File: config.mk
export PLATFORM = sky130hd
export DESIGN_NAME = clipped_sprite_blit
export DESIGN_NICKNAME = d
export VERILOG_FILES = /design/src/rtl/csb_pkg.sv /design/src/rtl/clipped_sprite_blit.sv /design/src/rtl/csb_regs.sv /design/src/rtl/csb_sheet_counter.sv /design/src/rtl/csb_clip_axis.sv
export VERILOG_INCLUDE_DIRS = /design/src /design/src/rtl
export SDC_FILE = /design/constraint.sdc
export NUM_CORES = 1
export LEC_CHECK = 0
export BUFFER_PORTS_ARGS = -buffer_cell sky130_fd_sc_hd__buf_2
export CORE_MARGIN = 5
export CORE_UTILIZATION = 55
export DETAILED_ROUTE_END_ITERATION = 16
export PLACE_DENSITY = 0.81
export REMOVE_ABC_BUFFERS = 1
export SKIP_CTS_REPAIR_TIMING = 1
export SYNTH_ARGS = -nofsm -noshare
export SYNTH_HDL_FRONTEND = slang
export SYNTH_SLANG_ARGS = --single-unit
File: constraint.sdc
create_clock -name clk -period 17.6 [get_ports clk]
set_input_delay 0.88 -clock clk [delete_from_list [all_inputs] [get_ports clk]]
set_output_delay 0.88 -clock clk [all_outputs]
set_load 0.005 [all_outputs]
File: src/rtl/clipped_sprite_blit_defines.svh
// assertion macros for the clipped sprite blit
`ifndef CLIPPED_SPRITE_BLIT_DEFINES_SVH
`define CLIPPED_SPRITE_BLIT_DEFINES_SVH

`ifndef SYNTH
// same-cycle implication, checked while out of reset
`define CSB_ASSERT_SAME(lbl, clk, rstn, ante, cons) \
	lbl: assert property (@(posedge clk) disable iff (!(rstn)) (ante) |-> (cons)) \
		else $error("assertion failed");
// next-cycle implication, checked while out of reset
`define CSB_ASSERT_NEXT(lbl, clk, rstn, ante, cons) \
	lbl: assert property (@(posedge clk) disable iff (!(rstn)) (ante) |=> (cons)) \
		else $error("assertion failed");
`else
`define CSB_ASSERT_SAME(lbl, clk, rstn, ante, cons)
`define CSB_ASSERT_NEXT(lbl, clk, rstn, ante, cons)
`endif

`endif

File: src/rtl/csb_pkg.sv
`timescale 1ns / 1ps

package csb_pkg;

	// signed width for clip arithmetic: covers sheet/screen sizes up to 1024 plus offsets
	localparam int CLIP_W = 13;

	// configuration port
	localparam int PADDR_W = 5;
	localparam int PDATA_W = 32;
	localparam int IDX_W = 3;

	localparam logic [IDX_W-1:0] REG_DEST_X      = 3'd0;
	localparam logic [IDX_W-1:0] REG_DEST_Y      = 3'd1;
	localparam logic [IDX_W-1:0] REG_SRC_X       = 3'd2;
	localparam logic [IDX_W-1:0] REG_SRC_Y       = 3'd3;
	localparam logic [IDX_W-1:0] REG_RECT_WIDTH  = 3'd4;
	localparam logic [IDX_W-1:0] REG_RECT_HEIGHT = 3'd5;
	localparam logic [IDX_W-1:0] REG_KEYED_MODE  = 3'd6;

	typedef struct packed {
		logic [8:0] dest_x;
		logic [8:0] dest_y;
		logic [8:0] src_x;
		logic [8:0] src_y;
		logic [8:0] rect_width;
		logic [9:0] rect_height;
		logic       keyed_mode;
	} csb_cfg_t;

endpackage

File: src/rtl/clipped_sprite_blit.sv
`timescale 1ns / 1ps
// clipped sprite blit: takes a tile sheet streamed in raster order, one pixel per request,
// counts its column and row (sheet_start forces column 0, row 0 for that pixel), and for
// each pixel inside the source rectangle after clipping to the screen emits one frame-buffer
// write with address screen row * SCREEN_WIDTH + screen column. in keyed mode zero pixels are dropped.
// one pixel is taken every cycle while the result side keeps up; each taken pixel passes
// through the input register, then the clip compare and address multiply into the result
// register. configure the registers over the apb port only while no pixel is in flight.
`include "clipped_sprite_blit_defines.svh"

module clipped_sprite_blit #(
	parameter int SCREEN_WIDTH = 240,
	parameter int SCREEN_HEIGHT = 192,
	parameter int SHEET_WIDTH = 320,
	parameter int SHEET_ROWS = 512
) (
	input  logic                        clk,
	input  logic                        arst_n,
	// configuration port
	input  logic                        psel,
	input  logic                        penable,
	input  logic                        pwrite,
	input  logic [csb_pkg::PADDR_W-1:0] paddr,
	input  logic [csb_pkg::PDATA_W-1:0] pwdata,
	output logic [csb_pkg::PDATA_W-1:0] prdata,
	output logic                        pready,
	// sheet pixel requests
	input  logic                        in_valid,
	output logic                        in_stall,
	input  logic [15:0]                 pixel,
	input  logic                        sheet_start,
	// frame-buffer write requests
	output logic                        out_valid,
	input  logic                        out_stall,
	output logic [15:0]                 write_addr,
	output logic [15:0]                 write_data
);
	import csb_pkg::*;

	localparam int COL_W = $clog2(SHEET_WIDTH);
	localparam int ROW_W = $clog2(SHEET_ROWS);
	localparam int XD_W = $clog2(SCREEN_WIDTH);
	localparam int YD_W = $clog2(SCREEN_HEIGHT);

	csb_cfg_t cfg;

	// stage 1: the taken pixel and its sheet position
	logic             valid_s1;
	logic [15:0]      pixel_s1;
	logic [COL_W-1:0] col_s1;
	logic [ROW_W-1:0] row_s1;

	// result register
	logic        out_valid_q;
	logic [15:0] addr_q;
	logic [15:0] data_q;

	logic             in_take;
	logic             res_free;
	logic             s1_move;
	logic [COL_W-1:0] cur_col;
	logic [ROW_W-1:0] cur_row;
	logic [COL_W-1:0] col_state;
	logic             hit_x, hit_y, emit;
	logic [XD_W-1:0]  dst_x;
	logic [YD_W-1:0]  dst_y;
	logic [31:0]      addr_full;

	csb_regs u_regs (
		.clk     (clk),
		.arst_n  (arst_n),
		.psel    (psel),
		.penable (penable),
		.pwrite  (pwrite),
		.paddr   (paddr),
		.pwdata  (pwdata),
		.prdata  (prdata),
		.pready  (pready),
		.cfg     (cfg)
	);

	// handshake: the result register frees when empty or being taken,
	// and stage 1 frees when it can move into the result register
	assign res_free = !out_valid_q || !out_stall;
	assign s1_move = valid_s1 && res_free;
	assign in_stall = valid_s1 && !res_free;
	assign in_take = in_valid && !in_stall;

	csb_sheet_counter #(
		.SHEET_WIDTH (SHEET_WIDTH),
		.SHEET_ROWS  (SHEET_ROWS)
	) u_counter (
		.clk         (clk),
		.arst_n      (arst_n),
		.advance     (in_take),
		.sheet_start (sheet_start),
		.cur_col     (cur_col),
		.cur_row     (cur_row),
		.col_state   (col_state)
	);

	always_ff @(posedge clk or negedge arst_n) begin
		if (!arst_n) begin
			valid_s1 <= 1'b0;
		end else if (in_take || s1_move) begin
			valid_s1 <= in_take;
		end
	end

	always_ff @(posedge clk) begin
		if (in_take) begin
			pixel_s1 <= pixel;
			col_s1 <= cur_col;
			row_s1 <= cur_row;
		end
	end

	// clip both axes against the current registers
	csb_clip_axis #(
		.LIMIT (SCREEN_WIDTH),
		.POS_W (COL_W)
	) u_clip_x (
		.dest (cfg.dest_x),
		.src  (cfg.src_x),
		.len  ({1'b0, cfg.rect_width}),
		.pos  (col_s1),
		.hit  (hit_x),
		.dst  (dst_x)
	);

	csb_clip_axis #(
		.LIMIT (SCREEN_HEIGHT),
		.POS_W (ROW_W)
	) u_clip_y (
		.dest (cfg.dest_y),
		.src  (cfg.src_y),
		.len  (cfg.rect_height),
		.pos  (row_s1),
		.hit  (hit_y),
		.dst  (dst_y)
	);

	// transparent pixel in keyed mode gives no write
	assign emit = hit_x && hit_y && !(cfg.keyed_mode && (pixel_s1 == 16'd0));
	assign addr_full = 32'(dst_y) * 32'(SCREEN_WIDTH) + 32'(dst_x);

	always_ff @(posedge clk or negedge arst_n) begin
		if (!arst_n) begin
			out_valid_q <= 1'b0;
		end else if (res_free) begin
			out_valid_q <= s1_move && emit;
		end
	end

	always_ff @(posedge clk) begin
		if (s1_move && res_free) begin
			addr_q <= addr_full[15:0];
			data_q <= pixel_s1;
		end
	end

	assign out_valid = out_valid_q;
	assign write_addr = addr_q;
	assign write_data = data_q;

	// input only backs up behind a stalled, full result register
	`CSB_ASSERT_SAME(a_stall_cause, clk, arst_n, in_stall, valid_s1 && out_valid_q && out_stall)
	// a sheet start puts the pixel at the sheet origin
	`CSB_ASSERT_NEXT(a_start_origin, clk, arst_n, in_take && sheet_start,
		(col_s1 == '0) && (row_s1 == '0))
	// column counter stays inside the sheet
	`CSB_ASSERT_SAME(a_col_range, clk, arst_n, 1'b1, col_state <= COL_W'(SHEET_WIDTH - 1))

endmodule

File: src/rtl/csb_regs.sv
`timescale 1ns / 1ps

module csb_regs (
	input  logic                        clk,
	input  logic                        arst_n,
	input  logic                        psel,
	input  logic                        penable,
	input  logic                        pwrite,
	input  logic [csb_pkg::PADDR_W-1:0] paddr,
	input  logic [csb_pkg::PDATA_W-1:0] pwdata,
	output logic [csb_pkg::PDATA_W-1:0] prdata,
	output logic                        pready,
	output csb_pkg::csb_cfg_t           cfg
);
	import csb_pkg::*;

	csb_cfg_t cfg_q;
	logic [IDX_W-1:0] idx;
	logic wr_en;

	assign pready = 1'b1;
	assign idx = paddr[PADDR_W-1:2];
	assign wr_en = psel && penable && pwrite;
	assign cfg = cfg_q;

	always_ff @(posedge clk or negedge arst_n) begin
		if (!arst_n) begin
			cfg_q <= '0;
		end else if (wr_en) begin
			unique case (idx)
				REG_DEST_X:      cfg_q.dest_x <= pwdata[8:0];
				REG_DEST_Y:      cfg_q.dest_y <= pwdata[8:0];
				REG_SRC_X:       cfg_q.src_x <= pwdata[8:0];
				REG_SRC_Y:       cfg_q.src_y <= pwdata[8:0];
				REG_RECT_WIDTH:  cfg_q.rect_width <= pwdata[8:0];
				REG_RECT_HEIGHT: cfg_q.rect_height <= pwdata[9:0];
				REG_KEYED_MODE:  cfg_q.keyed_mode <= pwdata[0];
				default: ;
			endcase
		end
	end

	always_comb begin
		prdata = '0;
		unique case (idx)
			REG_DEST_X:      prdata = PDATA_W'(cfg_q.dest_x);
			REG_DEST_Y:      prdata = PDATA_W'(cfg_q.dest_y);
			REG_SRC_X:       prdata = PDATA_W'(cfg_q.src_x);
			REG_SRC_Y:       prdata = PDATA_W'(cfg_q.src_y);
			REG_RECT_WIDTH:  prdata = PDATA_W'(cfg_q.rect_width);
			REG_RECT_HEIGHT: prdata = PDATA_W'(cfg_q.rect_height);
			REG_KEYED_MODE:  prdata = PDATA_W'(cfg_q.keyed_mode);
			default:         prdata = '0;
		endcase
	end

endmodule

File: src/rtl/csb_sheet_counter.sv
`timescale 1ns / 1ps

module csb_sheet_counter #(
	parameter int SHEET_WIDTH = 320,
	parameter int SHEET_ROWS = 512,
	localparam int COL_W = $clog2(SHEET_WIDTH),
	localparam int ROW_W = $clog2(SHEET_ROWS)
) (
	input  logic             clk,
	input  logic             arst_n,
	input  logic             advance,
	input  logic             sheet_start,
	output logic [COL_W-1:0] cur_col,
	output logic [ROW_W-1:0] cur_row,
	output logic [COL_W-1:0] col_state
);
	logic [COL_W-1:0] col_q;
	logic [ROW_W-1:0] row_q;

	// position of the request being taken now
	assign cur_col = sheet_start ? '0 : col_q;
	assign cur_row = sheet_start ? '0 : row_q;
	assign col_state = col_q;

	always_ff @(posedge clk or negedge arst_n) begin
		if (!arst_n) begin
			col_q <= '0;
			row_q <= '0;
		end else if (advance) begin
			if (cur_col == COL_W'(SHEET_WIDTH - 1)) begin
				col_q <= '0;
				row_q <= (cur_row == ROW_W'(SHEET_ROWS - 1)) ? '0 : cur_row + 1'b1;
			end else begin
				col_q <= cur_col + 1'b1;
				row_q <= cur_row;
			end
		end
	end

endmodule

File: src/rtl/csb_clip_axis.sv
`timescale 1ns / 1ps

module csb_clip_axis #(
	parameter int LIMIT = 240,
	parameter int POS_W = 9,
	localparam int DST_W = $clog2(LIMIT)
) (
	input  logic signed [8:0] dest,
	input  logic [8:0]        src,
	input  logic [9:0]        len,
	input  logic [POS_W-1:0]  pos,
	output logic              hit,
	output logic [DST_W-1:0]  dst
);
	import csb_pkg::*;

	localparam logic signed [CLIP_W-1:0] LIM_S = CLIP_W'(LIMIT);

	logic signed [CLIP_W-1:0] d_ext, s_ext, n_ext, p_ext;
	logic signed [CLIP_W-1:0] d_c, s_c, n_c, off, room, dst_full;

	always_comb begin
		d_ext = CLIP_W'(dest);
		s_ext = $signed(CLIP_W'(src));
		n_ext = $signed(CLIP_W'(len));
		p_ext = $signed(CLIP_W'(pos));
		// a negative edge moves the source start and shrinks the length
		if (d_ext < 0) begin
			s_c = s_ext - d_ext;
			n_c = n_ext + d_ext;
			d_c = '0;
		end else begin
			s_c = s_ext;
			n_c = n_ext;
			d_c = d_ext;
		end
		off = p_ext - s_c;
		room = LIM_S - d_c;
		// inside when the offset is non-negative and below both the length and the room to the far edge
		hit = (off >= 0) && (off < n_c) && (off < room);
		dst_full = d_c + off;
		dst = dst_full[DST_W-1:0];
	end

endmodule
Yosys cells after proc, flatten, opt, wreduce, memory -nomap -nowiden
Cells that the tools add are included.
- add/subtract/negate cells: 13
- multiply operators: 1
- div/mod/pow operators: 0
- order comparisons: 8
- equal/unequal tests: 8
- shifts and indexed selects: 0
- mux-type cells: 12
- bitwise operators: 0
- reduce and logical (&&, ||, !) cells: 30
- operators by type and width (cell ; number):
    $mux W13 ; 6
    $pmux W10 S7 ; 1
    $lt A13 B13 Y1 ; 4
    $mux W9 ; 5
    $ge A13 B1 Y1 const B ; 2
    $sub A10 B13 Y13 ; 2
    $sub A9 B13 Y13 const A ; 2
    $sub A10 B9 Y11 ; 2
    $add A9 B1 Y9 const B ; 2
    $eq A9 B9 Y1 const B ; 2
    $lt A9 B1 Y1 const B ; 2
    $add A16 B8 Y16 ; 1
    $add A8 B8 Y8 ; 2
    $logic_not A16 Y1 ; 1
    $logic_and A1 B1 Y1 ; 14
    $reduce_and A2 Y1 ; 7
    $add A11 B9 Y12 ; 1
    $mul A8 B4 Y12 const B ; 1
    $add A10 B9 Y11 ; 1
    $eq A3 B3 Y1 const B ; 3
    $eq A3 B2 Y1 const B ; 2
    $logic_not A1 Y1 ; 5
    $eq A3 B1 Y1 const B ; 1
    $logic_not A3 Y1 ; 1
    $logic_or A1 B1 Y1 ; 2
- flip-flop bits (word level): 142
- latch bits: 0
- memory bits (writable): 0
- memory bits (read-only): 0
- input port bits: 61
- output and inout bits: 67
- memories: 0

Longest topological paths before layout
- word-level depth: 9
- mapped depth: 33

Modules after synthesis
A second synthesis with hierarchy kept.
- cells, all modules: 1203
- area total of the unflattened synthesis: 12082.8 um^2
- by module, submodules not included (module ; instances ; cells each ; area each (um^2) ; sequential area each (um^2)):
    clipped_sprite_blit ; 1 ; 206 ; 3195.6 ; 2031.9
    csb_regs ; 1 ; 219 ; 2905.3 ; 1401.3
    csb_clip_axis at u_clip_x ; 1 ; 318 ; 2393.5 ; 0.0
    csb_clip_axis at u_clip_y ; 1 ; 318 ; 2389.8 ; 0.0
    csb_sheet_counter ; 1 ; 142 ; 1198.6 ; 450.4

Worst setup path after synthesis
No wires, ideal clock.
- path kind: reg-to-reg
- from: reg u_regs.cfg_q (netlist bit u_regs.cfg[46])
- to: reg addr_q[15] (netlist: write_addr[15]) (data pin)
- arrival time: 6.575 ns
- slack: 10.763 ns
- cell stages (with the launch flop): 27
- path buffers: 3
- clock period less this slack: 6.837 ns
- cell sequence: dfrtp_1 > clkbuf_1 > clkbuf_1 > buf_1 > a21oi_1 > ha_1 > fa_1 > inv_1 > ha_1 > a21o_1 > a21oi_1 > xor2_1 > inv_1 > fa_1 > inv_1 > fa_1 > inv_1 > ha_1 > nor2b_1 > o21a_1 > o211a_1 > a211oi_1 > xnor2_1 > and3_1 > nand2_1 > o311a_1 > xnor2_1
- longest elaborated chain between the ends: 6
- RTL lines (element ; line ; text):
    from (decl) ; csb_regs.sv:17 ; csb_cfg_t cfg_q;
    $lt A9 B1 Y1 (*) ; csb_clip_axis.sv:28 ; if (d_ext < 0) begin
    $mux W13 ; csb_clip_axis.sv:28 ;
    $sub A10 B13 Y13 ; csb_clip_axis.sv:37 ; off = p_ext - s_c;
    $add A8 B8 Y8 (*) ; csb_clip_axis.sv:41 ; dst_full = d_c + off;
    $mul A8 B4 Y12 (*) ; clipped_sprite_blit.sv:145 ; assign addr_full = 32'(dst_y) * 32'(SCREEN_WIDTH) + 32'(dst_x);
    $add A16 B8 Y16 (*) ; clipped_sprite_blit.sv:145 ;
    via addr_full[15] ; clipped_sprite_blit.sv:67 ; logic [31:0] addr_full;
    to (signal assigned) ; clipped_sprite_blit.sv:157 ; addr_q <= addr_full[15:0];
    to (decl) ; clipped_sprite_blit.sv:55 ; logic [15:0] addr_q;
Mark *: on every way through the listed nets, which the timed path passes. The rest lies on a longest branch.
A chain may end at the register's enable or synchronous reset.

Worst setup path in the final report
- from: reg u_regs.cfg_q (netlist bit u_regs.cfg[39])
- to: reg addr_q[15] (netlist: write_addr[15]) (data pin)
- longest elaborated chain between the ends: 6
- RTL lines (element ; line):
    $sub A10 B9 Y11 or $lt A9 B1 Y1 (tied branches) ; csb_clip_axis.sv:29, csb_clip_axis.sv:28
    $mux W13 ; csb_clip_axis.sv:28
    $sub A10 B13 Y13 ; csb_clip_axis.sv:37
    $add A8 B8 Y8 (*) ; csb_clip_axis.sv:41
    $mul A8 B4 Y12 (*) ; clipped_sprite_blit.sv:145
    $add A16 B8 Y16 (*) ; clipped_sprite_blit.sv:145
    via addr_full[15] ; clipped_sprite_blit.sv:67
Marked as above.

==> impl_summary.md <==
Yosys
The area of the mapped netlist is between 0.01 and 0.015 mm2. Multiplexer cells account for under 10% of the synthesized area. Ranked by total cell area, the synthesized netlist is headed by sky130_fd_sc_hd__edfxtp_1, sky130_fd_sc_hd__dfrtp_1, sky130_fd_sc_hd__ha_1. After synthesis, the share of flip-flops with an asynchronous set or reset is 53.5%. The synthesized-area fraction occupied by and/or/nand/nor cells is around 13%. The synthesized area per cell is just under 10 um2. The fraction of post-synthesis cell area in the top cell type by area is around 17%.

Summing the areas of all compound-gate instances in the mapped netlist gives approximately 15% of the synthesized area. The post-synthesis register bit count is roughly 140. The sequential-to-total area share from yosys stat is between 30 and 40%.

After synthesis, the largest family of logic cells by area is adder cells. The number of enable-type register cells in the synthesized netlist is 66. The leading register cell type out of synthesis is sky130_fd_sc_hd__dfrtp_1.

The netlist uses between 70 and 80 different library cells. The Yosys step of the flow raised 0 warnings. The share of the synthesized netlist area taken by xor and xnor gates is under 10%. The synthesized design spends more area on one cell type than any other, namely sky130_fd_sc_hd__edfxtp_1.

Summing the areas of all fa, ha and maj instances in the mapped netlist gives 18.3% of the synthesized area. Ranked by instance count, the synthesized netlist is headed by sky130_fd_sc_hd__ha_1, sky130_fd_sc_hd__inv_1, sky130_fd_sc_hd__nor2_1. The instance count of the mapped netlist is 1225. By instance count, the leading cell after synthesis is sky130_fd_sc_hd__ha_1.

Worst setup path
The capture instance of the worst register-to-register path is write_addr[15]. The worst setup path is launched from a register. The worst setup path is of the register to register kind. The path depth of the worst reg2reg path is 31.

The arrival time of data at the critical path endpoint is about 7.5 ns. The launching instance or port of the critical path is u_regs.cfg[39]. In this design, the critical path's most frequently occurring cell is sky130_fd_sc_hd__ha_1.

The launching point of the worst reg2reg path is u_regs.cfg[39]. For this design, the slowest cell found on the critical path is sky130_fd_sc_hd__fa_1. The required time of the critical path is ~18 ns.

In this run the worst path has a maximum fanout of 12. In this design, the stage delay of the slowest critical-path cell is approximately 0.53 ns. The worst-case register-to-register setup slack is between 10 and 15 ns. The worst setup path is captured at a register.

Clocking
The number of buffers created by CTS is 17. The TritonCTS clock tree is done. The longest clock path from root to sink contains 2 buffers.

The total clock sinks is between 100 and 150. The root buffer cell is sky130_fd_sc_hd__clkbuf_16. The H-tree was split into 4 levels. The clock reaches the later pin of the worst-skew pair after 0.43 ns. After clock tree synthesis, the clock-pin slew on the worst setup and hold paths is 0.06 ns.

Global routing
Entering global routing, the biggest net connects between 70 and 80 pins. Global routing used 22.6% of the available tracks across all layers. The global-route wire length before repair is ~45000 um. The number of antenna violations at the first check in global routing is 1. After global routing the overflow that remains totals 0. The number of global-route vias before repair is between 8000 and 9000.

Floorplan
In this run the count of I/O pins placed on the die edge is around 130. The floorplan step defined a die boundary enclosing ~0.024 mm2. The standard-cell row count is between 50 and 60. The core area is about 0.021 mm2. The die is 156 um wide.

The die span in y is roughly 160 um. The starting utilization of the core area is ~56%.

Placement
The number of buffer cells added on primary ports is 80. Detailed placement ended at an HPWL of ~21000 um. The final estimated routing congestion in global placement is about 0.88. Prior to clock tree synthesis, the placed netlist has a worst setup slack of 10.38 ns.

Routing
The wire length per cell after detailed routing is between 15 and 20 um. The routed wire length is roughly 27000 um. The count of TritonRoute iterations in the first routing pass is 5. After the first detailed-routing iteration, the DRC count stood at between 600 and 700. The detail route stage leaves a number of antenna-violating nets equal to 0. The vias after detailed routing is approximately 9000. For this run, design rule violations remaining after detail routing come to 0. In the routed layout, each cell is associated on average with a via count of slightly below 6.

Timing
The worst-margin pin slew is between 1 and 1.5 ns. Based on the critical path, the design can be clocked at up to 137 MHz. Across all setup checks in the final design, the least slack found is roughly 10 ns. The final count of hold timing violations was 0. The number of setup violations in the final report is 0.

Setup repair after global routing left no endpoint under its margin. The share of the cycle needed by the critical path after routing is between 40% and 50%. After routing, the total negative slack on setup checks comes to 0 ns. The final setup skew is 0.0105 ns.

Counting I/O delays and the setup requirement, the final critical path takes 7.33 ns. The worst-case headroom to the max-slew limit is a little under a third. Final hold analysis gives a worst-case slack of about 0.45 ns. The final number of max-transition violations was 0.

Worst hold path
The critical hold path startpoint is pixel_s1[10]. The capture endpoint of the worst hold path is write_data[10]. Along the worst hold path, the cell count comes to 0.

The tightest min-delay check is of the register to register type.

Job
The tool flagged a number of max-cap violations equal to 0.

Outcome
The run finished with clean final reports.

Cells and area
The number of nets at the end of the flow is 1513. Of the cells placed in the final design, the portion with a size suffix greater than 1 is approximately 15%. The area growth from synthesis to layout is 9.77%.
==> registers in the layout (all words and copies together), names as in the netlist <==
register / cells
col_s1: 9
pixel_s1: 16
u_regs.cfg: 56
out_valid: 1
row_s1: 9
u_counter.row_q: 9
valid_s1: 1
u_counter.col_state: 9
write_data: 16
write_addr: 16
==> final cells by class <==
cell class | count | area (um2)
Clock inverter | 11 | 92.6
Antenna cell | 1 | 2.50
Multi-Input combinational cell | 945 | 7270
Tap cell | 275 | 344
Fill cell | 1671 | 8110
Sequential cell | 142 | 3880
Clock buffer | 21 | 492
Timing Repair Buffer | 86 | 448
Inverter | 103 | 387
==> worst max-delay path: cells and delay by family, from the launching register on <==
| kind | cells | cell delay (ns) |
|---|---|---|
| AO/OA/AOI/OAI | 11 | 2.16 |
| multiplexers | 1 | 0.09 |
| buffers and inverters | 3 | 0.27 |
| XOR/XNOR | 3 | 0.53 |
| adder cells (fa/ha/maj) | 5 | 2.02 |
| flip-flops | 1 | 0.51 |
| AND/OR/NAND/NOR | 8 | 1.50 |
==> how the worst max path moves through the flow <==
stage                                 to  slack (ns)  cells past startpoint
after floorplan           write_addr[15]       10.94                     24
after global placement    write_addr[15]       10.49                     28
after detailed placement  write_addr[15]       10.38                     28
after CTS                 write_addr[15]       10.27                     28
after global routing      write_addr[15]        9.76                     31
final                     write_addr[15]       10.27                     31
==> placed cells by master (no fill, tap or decap), drive strengths merged, types with 5 or more instances in the layout <==
cell    netlist  routed
a211oi       12      12
a21o         23      23
a21oi        89      89
a22o          5       5
a22oi         6       6
a31oi         5       5
and3         14      14
buf          32      86
clkbuf       24      21
conb          2      23
dfrtp        76      76
edfxtp       66      66
fa           19      19
ha          138     138
inv         102     110
maj3          5       5
mux2         58      58
mux2i        22      22
nand2        58      58
nand2b       18      18
nand3        18      18
nand4        10      10
nor2         96      96
nor2b        45      45
nor3         25      25
nor4          8       8
o21a         10      10
o21ai        70      70
o21bai       17      17
o22ai         8       8
o31ai         7       7
xnor2        54      54
xor2         26      26
==> routing by layer <==
layer	up-vias	share of wire [%]	wire, um	global-route usage, %
li1	4472	-	-	-
met1	4370	45	12200	31.1
met2	320	46	12500	36.8
met3	46	7.3	2010	3.62
met4	2	2.2	613	6.98
met5	-	0.026	7	0
==> kinds of logic after synthesis <==
logic type	count (synthesis)
AO/OA/AOI/OAI	280
multiplexers	83
adder cells (fa/ha/maj)	162
XOR/XNOR	82
buffers and inverters	159
other	2
AND/OR/NAND/NOR	315
flip-flops	142
==> metrics by stage <==
step | util [%] | instances | instance area, um2
4_1_cts | 61.4 | 1583 | 12900
3_5_place_dp | 58.6 | 1551 | 12300
5_1_grt | 61.4 | 1583 | 12900
2_1_floorplan | - | 1190 | 11500
6_report | 61.4 | 1584 | 12900
3_3_place_gp | 58.6 | 1551 | 12300
Power is not shown: default switching activity piles up to over one toggle a cycle in this logic, so the estimate is an artifact.
